`config.mk`:
```
export PLATFORM = sky130hd
export DESIGN_NAME = mandelbrot_escape_time_top
export DESIGN_NICKNAME = d
export VERILOG_FILES = /design/src/rtl/mbe_pkg.sv /design/src/rtl/mandelbrot_escape_time_top.sv
export SDC_FILE = /design/constraint.sdc
export NUM_CORES = 2
export LEC_CHECK = 0
export BUFFER_PORTS_ARGS = -buffer_cell sky130_fd_sc_hd__buf_2
export CAP_MARGIN = 20
export CORE_MARGIN = 5
export CORE_UTILIZATION = 45
export CTS_BUF_LIST = sky130_fd_sc_hd__clkbuf_4
export CTS_CLUSTER_SIZE = 20
export DETAILED_ROUTE_END_ITERATION = 16
export SLEW_MARGIN = 40
export SYNTH_ARGS = -nofsm -noshare
export SYNTH_HDL_FRONTEND = slang
export SYNTH_SLANG_ARGS = --single-unit
```
`constraint.sdc`:
```
create_clock -name clk -period 17.2 [get_ports clk]
set_clock_uncertainty 0.1 [all_clocks]
set_input_delay 0.86 -clock clk [delete_from_list [all_inputs] [get_ports clk]]
set_output_delay 0.86 -clock clk [all_outputs]
set_load 0.02 [all_outputs]
```
`src/rtl/mbe_pkg.sv`:
```
`timescale 1ns / 1ps

package mbe_pkg;

	localparam int GRID_SIZE = 512;
	localparam int IDX_W     = $clog2(GRID_SIZE);
	localparam int Q_W       = 32;
	localparam int PROD_W    = 2 * Q_W;
	localparam int CNT_W     = 20;
	localparam int ADDR_W    = 5;
	localparam int FRAC_W    = 28;

	// Register indexes, taken from paddr[4:2].
	localparam logic [2:0] REG_REAL_ORIGIN = 3'd0;
	localparam logic [2:0] REG_IMAG_ORIGIN = 3'd1;
	localparam logic [2:0] REG_REAL_STEP   = 3'd2;
	localparam logic [2:0] REG_IMAG_STEP   = 3'd3;
	localparam logic [2:0] REG_ITER_LIMIT  = 3'd4;

	localparam logic signed [Q_W-1:0] RST_ORIGIN = -32'sd536870912;
	localparam logic signed [Q_W-1:0] RST_STEP   = 32'sd2101256;
	localparam logic [CNT_W-1:0]      RST_LIMIT  = 20'd200000;

	// 4.0 in Q8.56.
	localparam logic [PROD_W-1:0] ESCAPE_BOUND = 64'h0400_0000_0000_0000;

	localparam logic signed [PROD_W-1:0] Q_MAX64 = 64'sd2147483647;
	localparam logic signed [PROD_W-1:0] Q_MIN64 = -64'sd2147483648;

	typedef enum logic [3:0] {
		ST_IDLE,
		ST_MAP_R,
		ST_MAP_I,
		ST_MAP_D,
		ST_RR,
		ST_II,
		ST_RI,
		ST_UPD,
		ST_DONE
	} mbe_state_t;

	// Clamp a wide signed value to the Q4.28 range.
	function automatic logic signed [Q_W-1:0] sat_q(input logic signed [PROD_W-1:0] v);
		logic signed [Q_W-1:0] r;
		if (v > Q_MAX64) begin
			r = Q_MAX64[Q_W-1:0];
		end else if (v < Q_MIN64) begin
			r = Q_MIN64[Q_W-1:0];
		end else begin
			r = v[Q_W-1:0];
		end
		return r;
	endfunction

endpackage

```
`src/rtl/mandelbrot_escape_time_top.sv`:
```
`timescale 1ns / 1ps

// A pixel runs through ST_MAP_R, ST_MAP_I and ST_MAP_D, then iterates through ST_RR, ST_II,
// ST_RI and ST_UPD until it escapes or reaches the limit, and ends in ST_DONE.
// One shared 32x32 multiplier, used three times in each iteration, sets the pace.
// busy stays high through the done cycle, so a new pixel is taken only once the last one
// is finished. done marks the count word for one cycle; no stall exists.
// Reset is asynchronous, active low, and restores the default window and a limit of 200000.
module mandelbrot_escape_time_top
	import mbe_pkg::*;
(
	input  logic             clk,
	input  logic             arst_n,
	// Command side.
	input  logic             start,
	output logic             busy,
	input  logic [IDX_W-1:0] row_index,
	input  logic [IDX_W-1:0] col_index,
	// Result side.
	output logic             done,
	output logic [CNT_W-1:0] iteration_count,
	// Configuration port.
	input  logic             psel,
	input  logic             penable,
	input  logic             pwrite,
	input  logic [ADDR_W-1:0] paddr,
	input  logic [Q_W-1:0]   pwdata,
	output logic [Q_W-1:0]   prdata,
	output logic             pready
);

	// Configuration registers.
	logic signed [Q_W-1:0] real_origin_q;
	logic signed [Q_W-1:0] imag_origin_q;
	logic signed [Q_W-1:0] real_step_q;
	logic signed [Q_W-1:0] imag_step_q;
	logic [CNT_W-1:0]      iter_limit_q;

	// Sequencer.
	mbe_state_t state_q, state_d;

	// Datapath registers.
	logic [IDX_W-1:0]         row_q, col_q;
	logic signed [Q_W-1:0]    cr_q, ci_q, zr_q, zi_q;
	logic signed [PROD_W-1:0] prod_q, rr_q, diff_q;
	logic [CNT_W-1:0]         count_q;

	// Shared multiplier operands.
	logic signed [Q_W-1:0] mul_a, mul_b;

	logic             cfg_wr;
	logic [2:0]       cfg_idx;
	logic [PROD_W-1:0] mag_sum;
	logic             escaped;

	assign pready  = 1'b1;
	assign cfg_wr  = psel && penable && pwrite;
	assign cfg_idx = paddr[ADDR_W-1:2];

	// The write takes effect at the end of the access phase. Addresses past the
	// last register are ignored.
	always_ff @(posedge clk or negedge arst_n) begin
		if (!arst_n) begin
			real_origin_q <= RST_ORIGIN;
			imag_origin_q <= RST_ORIGIN;
			real_step_q   <= RST_STEP;
			imag_step_q   <= RST_STEP;
			iter_limit_q  <= RST_LIMIT;
		end else if (cfg_wr) begin
			unique case (cfg_idx)
				REG_REAL_ORIGIN: real_origin_q <= pwdata;
				REG_IMAG_ORIGIN: imag_origin_q <= pwdata;
				REG_REAL_STEP:   real_step_q   <= pwdata;
				REG_IMAG_STEP:   imag_step_q   <= pwdata;
				REG_ITER_LIMIT:  iter_limit_q  <= pwdata[CNT_W-1:0];
				default: ;
			endcase
		end
	end

	// Register read-back; unused bits and unmapped addresses read as zero.
	always_comb begin
		unique case (cfg_idx)
			REG_REAL_ORIGIN: prdata = real_origin_q;
			REG_IMAG_ORIGIN: prdata = imag_origin_q;
			REG_REAL_STEP:   prdata = real_step_q;
			REG_IMAG_STEP:   prdata = imag_step_q;
			REG_ITER_LIMIT:  prdata = {{(Q_W-CNT_W){1'b0}}, iter_limit_q};
			default:         prdata = '0;
		endcase
	end

	// Both squares are non-negative and at most 2^62, so the sum cannot wrap. The
	// square of the real part sits in rr_q and the imaginary one in prod_q while
	// the sequencer is in ST_RI.
	assign mag_sum = rr_q + prod_q;
	assign escaped = (mag_sum >= ESCAPE_BOUND);

	always_ff @(posedge clk or negedge arst_n) begin
		if (!arst_n) begin
			state_q <= ST_IDLE;
		end else begin
			state_q <= state_d;
		end
	end

	// Next state. Each iteration first checks the count against the limit,
	// then forms the two squares, tests for escape, and finally forms the cross
	// product and updates z.
	always_comb begin
		state_d = state_q;
		unique case (state_q)
			ST_IDLE:  if (start) state_d = ST_MAP_R;
			ST_MAP_R: state_d = ST_MAP_I;
			ST_MAP_I: state_d = ST_MAP_D;
			ST_MAP_D: state_d = ST_RR;
			ST_RR:    state_d = (count_q >= iter_limit_q) ? ST_DONE : ST_II;
			ST_II:    state_d = ST_RI;
			ST_RI:    state_d = escaped ? ST_DONE : ST_UPD;
			ST_UPD:   state_d = ST_RR;
			ST_DONE:  state_d = ST_IDLE;
			default:  state_d = ST_IDLE;
		endcase
	end

	// Outputs and multiplier operand selection.
	always_comb begin
		busy  = (state_q != ST_IDLE);
		done  = (state_q == ST_DONE);
		mul_a = zr_q;
		mul_b = zr_q;
		unique case (state_q)
			ST_MAP_R: begin
				mul_a = $signed({{(Q_W-IDX_W){1'b0}}, row_q});
				mul_b = real_step_q;
			end
			ST_MAP_I: begin
				mul_a = $signed({{(Q_W-IDX_W){1'b0}}, col_q});
				mul_b = imag_step_q;
			end
			ST_II: begin
				mul_a = zi_q;
				mul_b = zi_q;
			end
			ST_RI: begin
				mul_a = zr_q;
				mul_b = zi_q;
			end
			default: begin
				mul_a = zr_q;
				mul_b = zr_q;
			end
		endcase
	end

	assign iteration_count = count_q;

	// Datapath. The product register follows the multiplier every cycle; the
	// sequencer picks up the value one state after choosing the operands.
	always_ff @(posedge clk) begin
		prod_q <= mul_a * mul_b;
		unique case (state_q)
			ST_IDLE: begin
				if (start) begin
					row_q <= row_index;
					col_q <= col_index;
				end
			end
			ST_MAP_R: begin
				count_q <= '0;
			end
			ST_MAP_I: begin
				cr_q <= sat_q(prod_q + PROD_W'(real_origin_q));
				zr_q <= sat_q(prod_q + PROD_W'(real_origin_q));
			end
			ST_MAP_D: begin
				ci_q <= sat_q(prod_q + PROD_W'(imag_origin_q));
				zi_q <= sat_q(prod_q + PROD_W'(imag_origin_q));
			end
			ST_II: begin
				rr_q <= prod_q;
			end
			ST_RI: begin
				diff_q <= rr_q - prod_q;
			end
			ST_UPD: begin
				zr_q    <= sat_q((diff_q >>> FRAC_W) + PROD_W'(cr_q));
				zi_q    <= sat_q((prod_q >>> (FRAC_W - 1)) + PROD_W'(ci_q));
				count_q <= count_q + 1'b1;
			end
			default: ;
		endcase
	end

endmodule
```
Yosys cells after proc, flatten, opt, wreduce, memory -nomap -nowiden
Index checks and enable logic that the tools add are counted.
{"block": "totals", "ram_bits": 0, "ff_bits": 510, "elab_cells": 81, "latchBits": 0, "n_memories": 0, "rom_bits": 0, "in_bits": 61}
{"block": "classes", "reduce_logical": 16, "eq_ne": 13, "div": 0, "order_cmp": 10, "add_sub_neg": 7, "muxes": 18, "shifts": 0, "bitwise": 0, "n_mul": 1}
{"operator": "2-to-1 mux 32 bit", "count": 8}
{"operator": "case mux 32 bit (3 select lines)", "count": 2}
{"operator": "case mux 32 bit (5 select lines)", "count": 1}
{"operator": "adder 64 x 32 -> 64 bit", "count": 2}
{"operator": "> comparator 64 x 32 -> 1 bit (second input constant)", "count": 2}
{"operator": "less-than comparator 64 x 32 -> 1 bit (second input constant)", "count": 2}
{"operator": "case mux 32 bit (2 select lines)", "count": 2}
{"operator": "adder 64 bit", "count": 1}
{"operator": "greater-or-equal comparator 64 x 59 -> 1 bit (second input constant)", "count": 1}
{"operator": "multiplier 32 x 32 -> 64 bit", "count": 1}
{"operator": "subtractor 64 bit", "count": 1}
{"operator": "case mux 20 bit (2 select lines)", "count": 1}
{"operator": "adder 37 x 32 -> 38 bit", "count": 1}
{"operator": "> comparator 38 x 32 -> 1 bit (second input constant)", "count": 1}
{"operator": "less-than comparator 38 x 32 -> 1 bit (second input constant)", "count": 1}
{"operator": "adder 36 x 32 -> 37 bit", "count": 1}
{"operator": "> comparator 37 x 32 -> 1 bit (second input constant)", "count": 1}
{"operator": "less-than comparator 37 x 32 -> 1 bit (second input constant)", "count": 1}
{"operator": "case mux 4 bit (7 select lines)", "count": 1}
{"operator": "adder 20 x 1 -> 20 bit (second input constant)", "count": 1}
{"operator": "greater-or-equal comparator 20 bit", "count": 1}
{"operator": "equality test 4 x 3 -> 1 bit (second input constant)", "count": 4}
{"operator": "2-to-1 mux 4 bit", "count": 3}
{"operator": "AND reduction 2 bit", "count": 6}
{"operator": "other kinds (13)", "count": 19}

Logic depth before layout (Yosys ltp)
{"block": "depth", "word_depth": 5, "depth_mapped": 41}

Least setup slack after synthesis
No wires, ideal clock.
{"block": "synth_path", "path_kind": "register to register", "startpoint": "reg state_q[1]", "endpoint": "reg prod_q[63]", "synth_period_minus_slack_ns": 11.142, "path_buffers": 6, "setup_ns": 0.121, "arrival_time_ns": 10.921, "path_stages_with_launch": 34, "t_required_ns": 16.979, "slack_ns": 6.058, "cell_sequence": "dfrtp_1 -> clkbuf_1 -> nand2b_1 -> nor2_1 -> clkbuf_1 -> clkbuf_1 -> buf_1 -> a22oi_1 -> clkbuf_1 -> nor2_1 -> fa_1 -> fa_1 -> inv_1 -> fa_1 -> fa_1 -> inv_1 -> fa_1 -> fa_1 -> fa_1 -> fa_1 -> ha_1 -> clkbuf_1 -> a21o_1 -> a21o_1 -> a21o_1 -> a211oi_1 -> o21ai_0 -> o21bai_1 -> o21ai_0 -> a221oi_1 -> o211ai_1 -> a21oi_1 -> o21ai_0 -> xnor2_1"}
{"block": "synth_between", "elab_chain_cells": 4, "word_cells_on_any_way": 8}
{"element": "start: declaration", "line_no": "mandelbrot_escape_time_top.sv:40", "rtl": "mbe_state_t state_q, state_d;"}
{"element": "start signal: assignment", "line_no": "mandelbrot_escape_time_top.sv:103", "rtl": "state_q <= state_d;"}
{"element": "equality test 4 x 3 -> 1 bit", "line_no": "mandelbrot_escape_time_top.sv:132", "rtl": "unique case (state_q)"}
{"element": "OR reduction 2 bit (no source line)"}
{"element": "case mux 32 bit (3 select lines)", "line_no": "mandelbrot_escape_time_top.sv:132"}
{"element": "multiplier 32 x 32 -> 64 bit (*)", "line_no": "mandelbrot_escape_time_top.sv:161", "rtl": "prod_q <= mul_a * mul_b;"}
{"element": "end signal: assignment", "line_no": "mandelbrot_escape_time_top.sv:161"}
{"element": "end: declaration", "line_no": "mandelbrot_escape_time_top.sv:45", "rtl": "logic signed [PROD_W-1:0] prod_q, rr_q, diff_q;"}
Mark *: on every way between the ends. The rest lies on a longest branch, timed or not.
A chain may end at the register's enable or synchronous reset.

Final worst setup path
{"block": "layout_path", "startpoint": "reg state_q[1]", "endpoint": "reg prod_q[57]"}
Same word-level chain as after synthesis.

==> flow_metrics.py <==
metrics = {
    "outcome": {
        "outcome": "finished clean",
    },
    "logic_synthesis": {
        "synth_most_common_cell": "inv_1",
        "ys_warn_count": 0,
        "async_reset_ff_frac": 0.315,
        "netlist_area_um2": 73400,
        "synth_common_cells": "inv_1 (1191), fa_1 (1087), nor2_1 (848)",
        "synth_area_leader_cell": "fa_1",
        "synthMuxAreaShare": 0.0313,
        "synth_cells": 8176,
        "synthFlopType": "edfxtp_1",
        "synthAdderAreaFrac": 0.387,
        "synth_top_area_share": 0.296,
        "synth_edf_count": 266,
        "synth-simple-area-share": 0.141,
        "synth_area_leaders": "fa_1 (30%), edfxtp_1 (11%), ha_1 (9.0%), inv_1 (6.1%), dfrtp_1 (4.6%)",
        "synth-compound-area-share": 0.148,
        "synth_top_family_by_area": "adder cells",
        "syn_avg_cell_area_um2": 8.98,
        "yosysSeqAreaShare": 0.178,
        "synth_xor_area_frac": 0.0328,
        "postSynthNetCount": 9854,
        "ys_seq_elements": 482,
        "ys_types": 98,
    },
    "worst_setup_path": {
        "critPathLaunchType": "register",
        "worstPathMaxFanout": 58,
        "reg2reg_slack_ps": 5390,
        "startpoint": "state_q[1]",
        "slowest_delay_ps": 750,
        "criticalPathCategory": "register to register",
        "critPathSlowestCell": "o21ai_2",
        "worstPathRequired_ps": 18050,
        "endpoint_kind": "register",
        "reg2reg_to": "prod_q[57]",
        "regToRegStartpoint": "state_q[1]",
        "cp.arrival_ps": 12660,
        "crit_top_cell": "fa_1",
        "reg2reg_depth": 32,
    },
    "detailed_routing": {
        "dr_wl_met2_um": 121000,
        "first_pass_iters": 6,
        "top_layer": "met5",
        "wl_met1_um": 112000,
        "routed_via_density": 5.92,
        "drtAntennaViolNets": 0,
        "wl_um": 271000,
        "vias": 62600,
        "detail_route.wl_per_cell_um": 25.6,
        "route.detailed.drc": 0,
        "routed-wl-met3_um": 23600,
        "drt_iter0_drc": 6377,
    },
    "die": {
        "start_util": 0.452,
        "core_area_um2": 162000,
        "io_pins": 116,
        "die_y_um": 414,
        "die_w_um": 414,
        "dieArea_um2": 171000,
        "rows": 148,
    },
    "clocking": {
        "insertion_delay_ps": 1140,
        "clock_path_buffers": 3,
        "htree_levels": 4,
        "cts_resized": 0,
        "numCtsBuffers": 143,
        "clkTransAtPathRegs_ps": 70,
        "clock_sinks": 482,
        "cts_tree": "yes",
        "cts.root.buffer_cell": "clkbuf_4",
        "postCtsSetupBuffers": 0,
    },
    "min_path": {
        "hold_path.class": "primary input to register",
        "min_path_cells": 3,
        "min_to": "state_q[0]",
        "worstHoldStart": "start",
    },
    "timing": {
        "hold_viol_final": 0,
        "final.min_clock_period_ps": 11810,
        "tightest_slew_ps": 969,
        "timing.hold.ws_ps": 133,
        "setup-tns-final_ps": 0,
        "rsz0062_at_grt": "no",
        "slew_viol_final": 0,
        "slew_headroom": 0.348,
        "layout_setup_ws_ps": 5390,
        "fmax_mhz": 84.7,
        "setup_viol": 0,
        "period_share": 0.686,
    },
    "layout": {
        "area_growth_syn_to_layout_pct": 8.01,
        "final_nets": 9948,
        "drive_above_1_share": 0.102,
        "final_cells": 10600,
    },
    "global_route": {
        "grt_max_degree": 80,
        "grt_pass1_vias": 62800,
        "antenna_found_initial": 13,
        "grt-ovfl-total": 0,
        "grt_pass1_wl_um": 405000,
        "grtUsageTotal": 0.318,
    },
    "placed_design": {
        "place_inst": 10200,
        "io_buffers": 112,
        "dp_slack_ps": 5630,
        "gp_congestion": 0.966,
        "dp_hpwl_um": 213000,
    },
    "job": {
        "maxCapViolations": 0,
    },
}
## metrics by stage
stage                     cell area [µm²]  utilization
final                               79300        0.488
after floorplan                     73400            -
after global routing                79300        0.488
after CTS                           79300        0.488
after global placement              76600        0.472
after detailed placement            76800        0.473
## worst max-delay path by stage
stage	end	slack [ps]	depth (start not counted)
2_1_floorplan	prod_q[63]	6060	33
3_3_place_gp	prod_q[63]	5390	31
3_5_place_dp	prod_q[57]	5630	33
4_1_cts	prod_q[57]	5630	32
5_1_grt	prod_q[57]	5160	32
6_report	prod_q[57]	5390	32
## state kept, by name (all words and copies together) (netlist names)
name             cells
ci_q                32
zi_q                32
cr_q                32
iter_limit_q        20
real_origin_q       32
diff_q              36
row_q                9
iteration_count     20
state_q              4
zr_q                32
prod_q              64
imag_origin_q       32
rr_q                64
imag_step_q         32
col_q                9
real_step_q         32
## logic make-up after synthesis
family                   Yosys count
buffers and inverters           1584
AO/OA/AOI/OAI                   1696
other                              1
adder cells (fa/ha/maj)         1617
XOR/XNOR                         275
flip-flops                       482
AND/OR/NAND/NOR                 2328
multiplexers                     193
## worst max-delay path: cells and delay by family, from the launching register on
| family | cells | cell delay, ps |
|---|---|---|
| xor gates and xnor gates | 1 | 170 |
| AOI/OAI and AO/OA | 13 | 3980 |
| adders and majority gates | 9 | 4560 |
| buffers and inverters | 5 | 1490 |
| and+or+nand+nor | 4 | 620 |
| DFF | 1 | 730 |
## final cells by class
class / count / area, µm²
Antenna cell: 11 / 27.5
Clock inverter: 54 / 364
Timing Repair Buffer: 341 / 2400
Fill cell: 15600 / 83100
Multi-Input combinational cell: 6110 / 54600
Clock buffer: 210 / 1580
Sequential cell: 482 / 13100
Tap cell: 2175 / 2720
Inverter: 1192 / 4470
## per-layer routing
layer	GRT usage	vias up
met4	0.142	8
met2	0.495	2680
met1	0.431	31800
met3	0.0626	530
met5	0	-
li1	-	27500
## what timing repair did
item,4_1_cts,5_1_grt
hold buffers,51,0
endpoints found under the hold margin,225,0
endpoints found under the setup margin,0,0
## cell usage in the layout, fill, tap and decap left out, drive strengths merged, types with 33 or more instances in the layout
cell         netlist  routed
nand2            821     821
o21bai            65      65
nor2b             59      59
nand2b            64      64
fa              1087    1087
mux2             171     171
nor3             108     108
or2               41      41
inv             1191    1199
a21o             154     154
and3              39      39
nand3             80      80
clkinv             1      43
dfrtp            134     134
o21ai            299     299
a211oi            53      53
xnor2            184     184
o21a              75      75
ha               530     530
edfxtp           266     266
nand4             90      90
nor2             848     848
dlygate4sd3        0      51
xor2              91      91
o211ai            33      33
buf               47     289
a22oi             94      94
and2              35      35
dfxtp             64      64
a21oi            553     553
a31oi             82      82
nor4              46      46
clkbuf           345     211
Power is left out: the tool's default activity adds up to more than one toggle a clock period on the data nets, which glitch-free logic cannot reach.
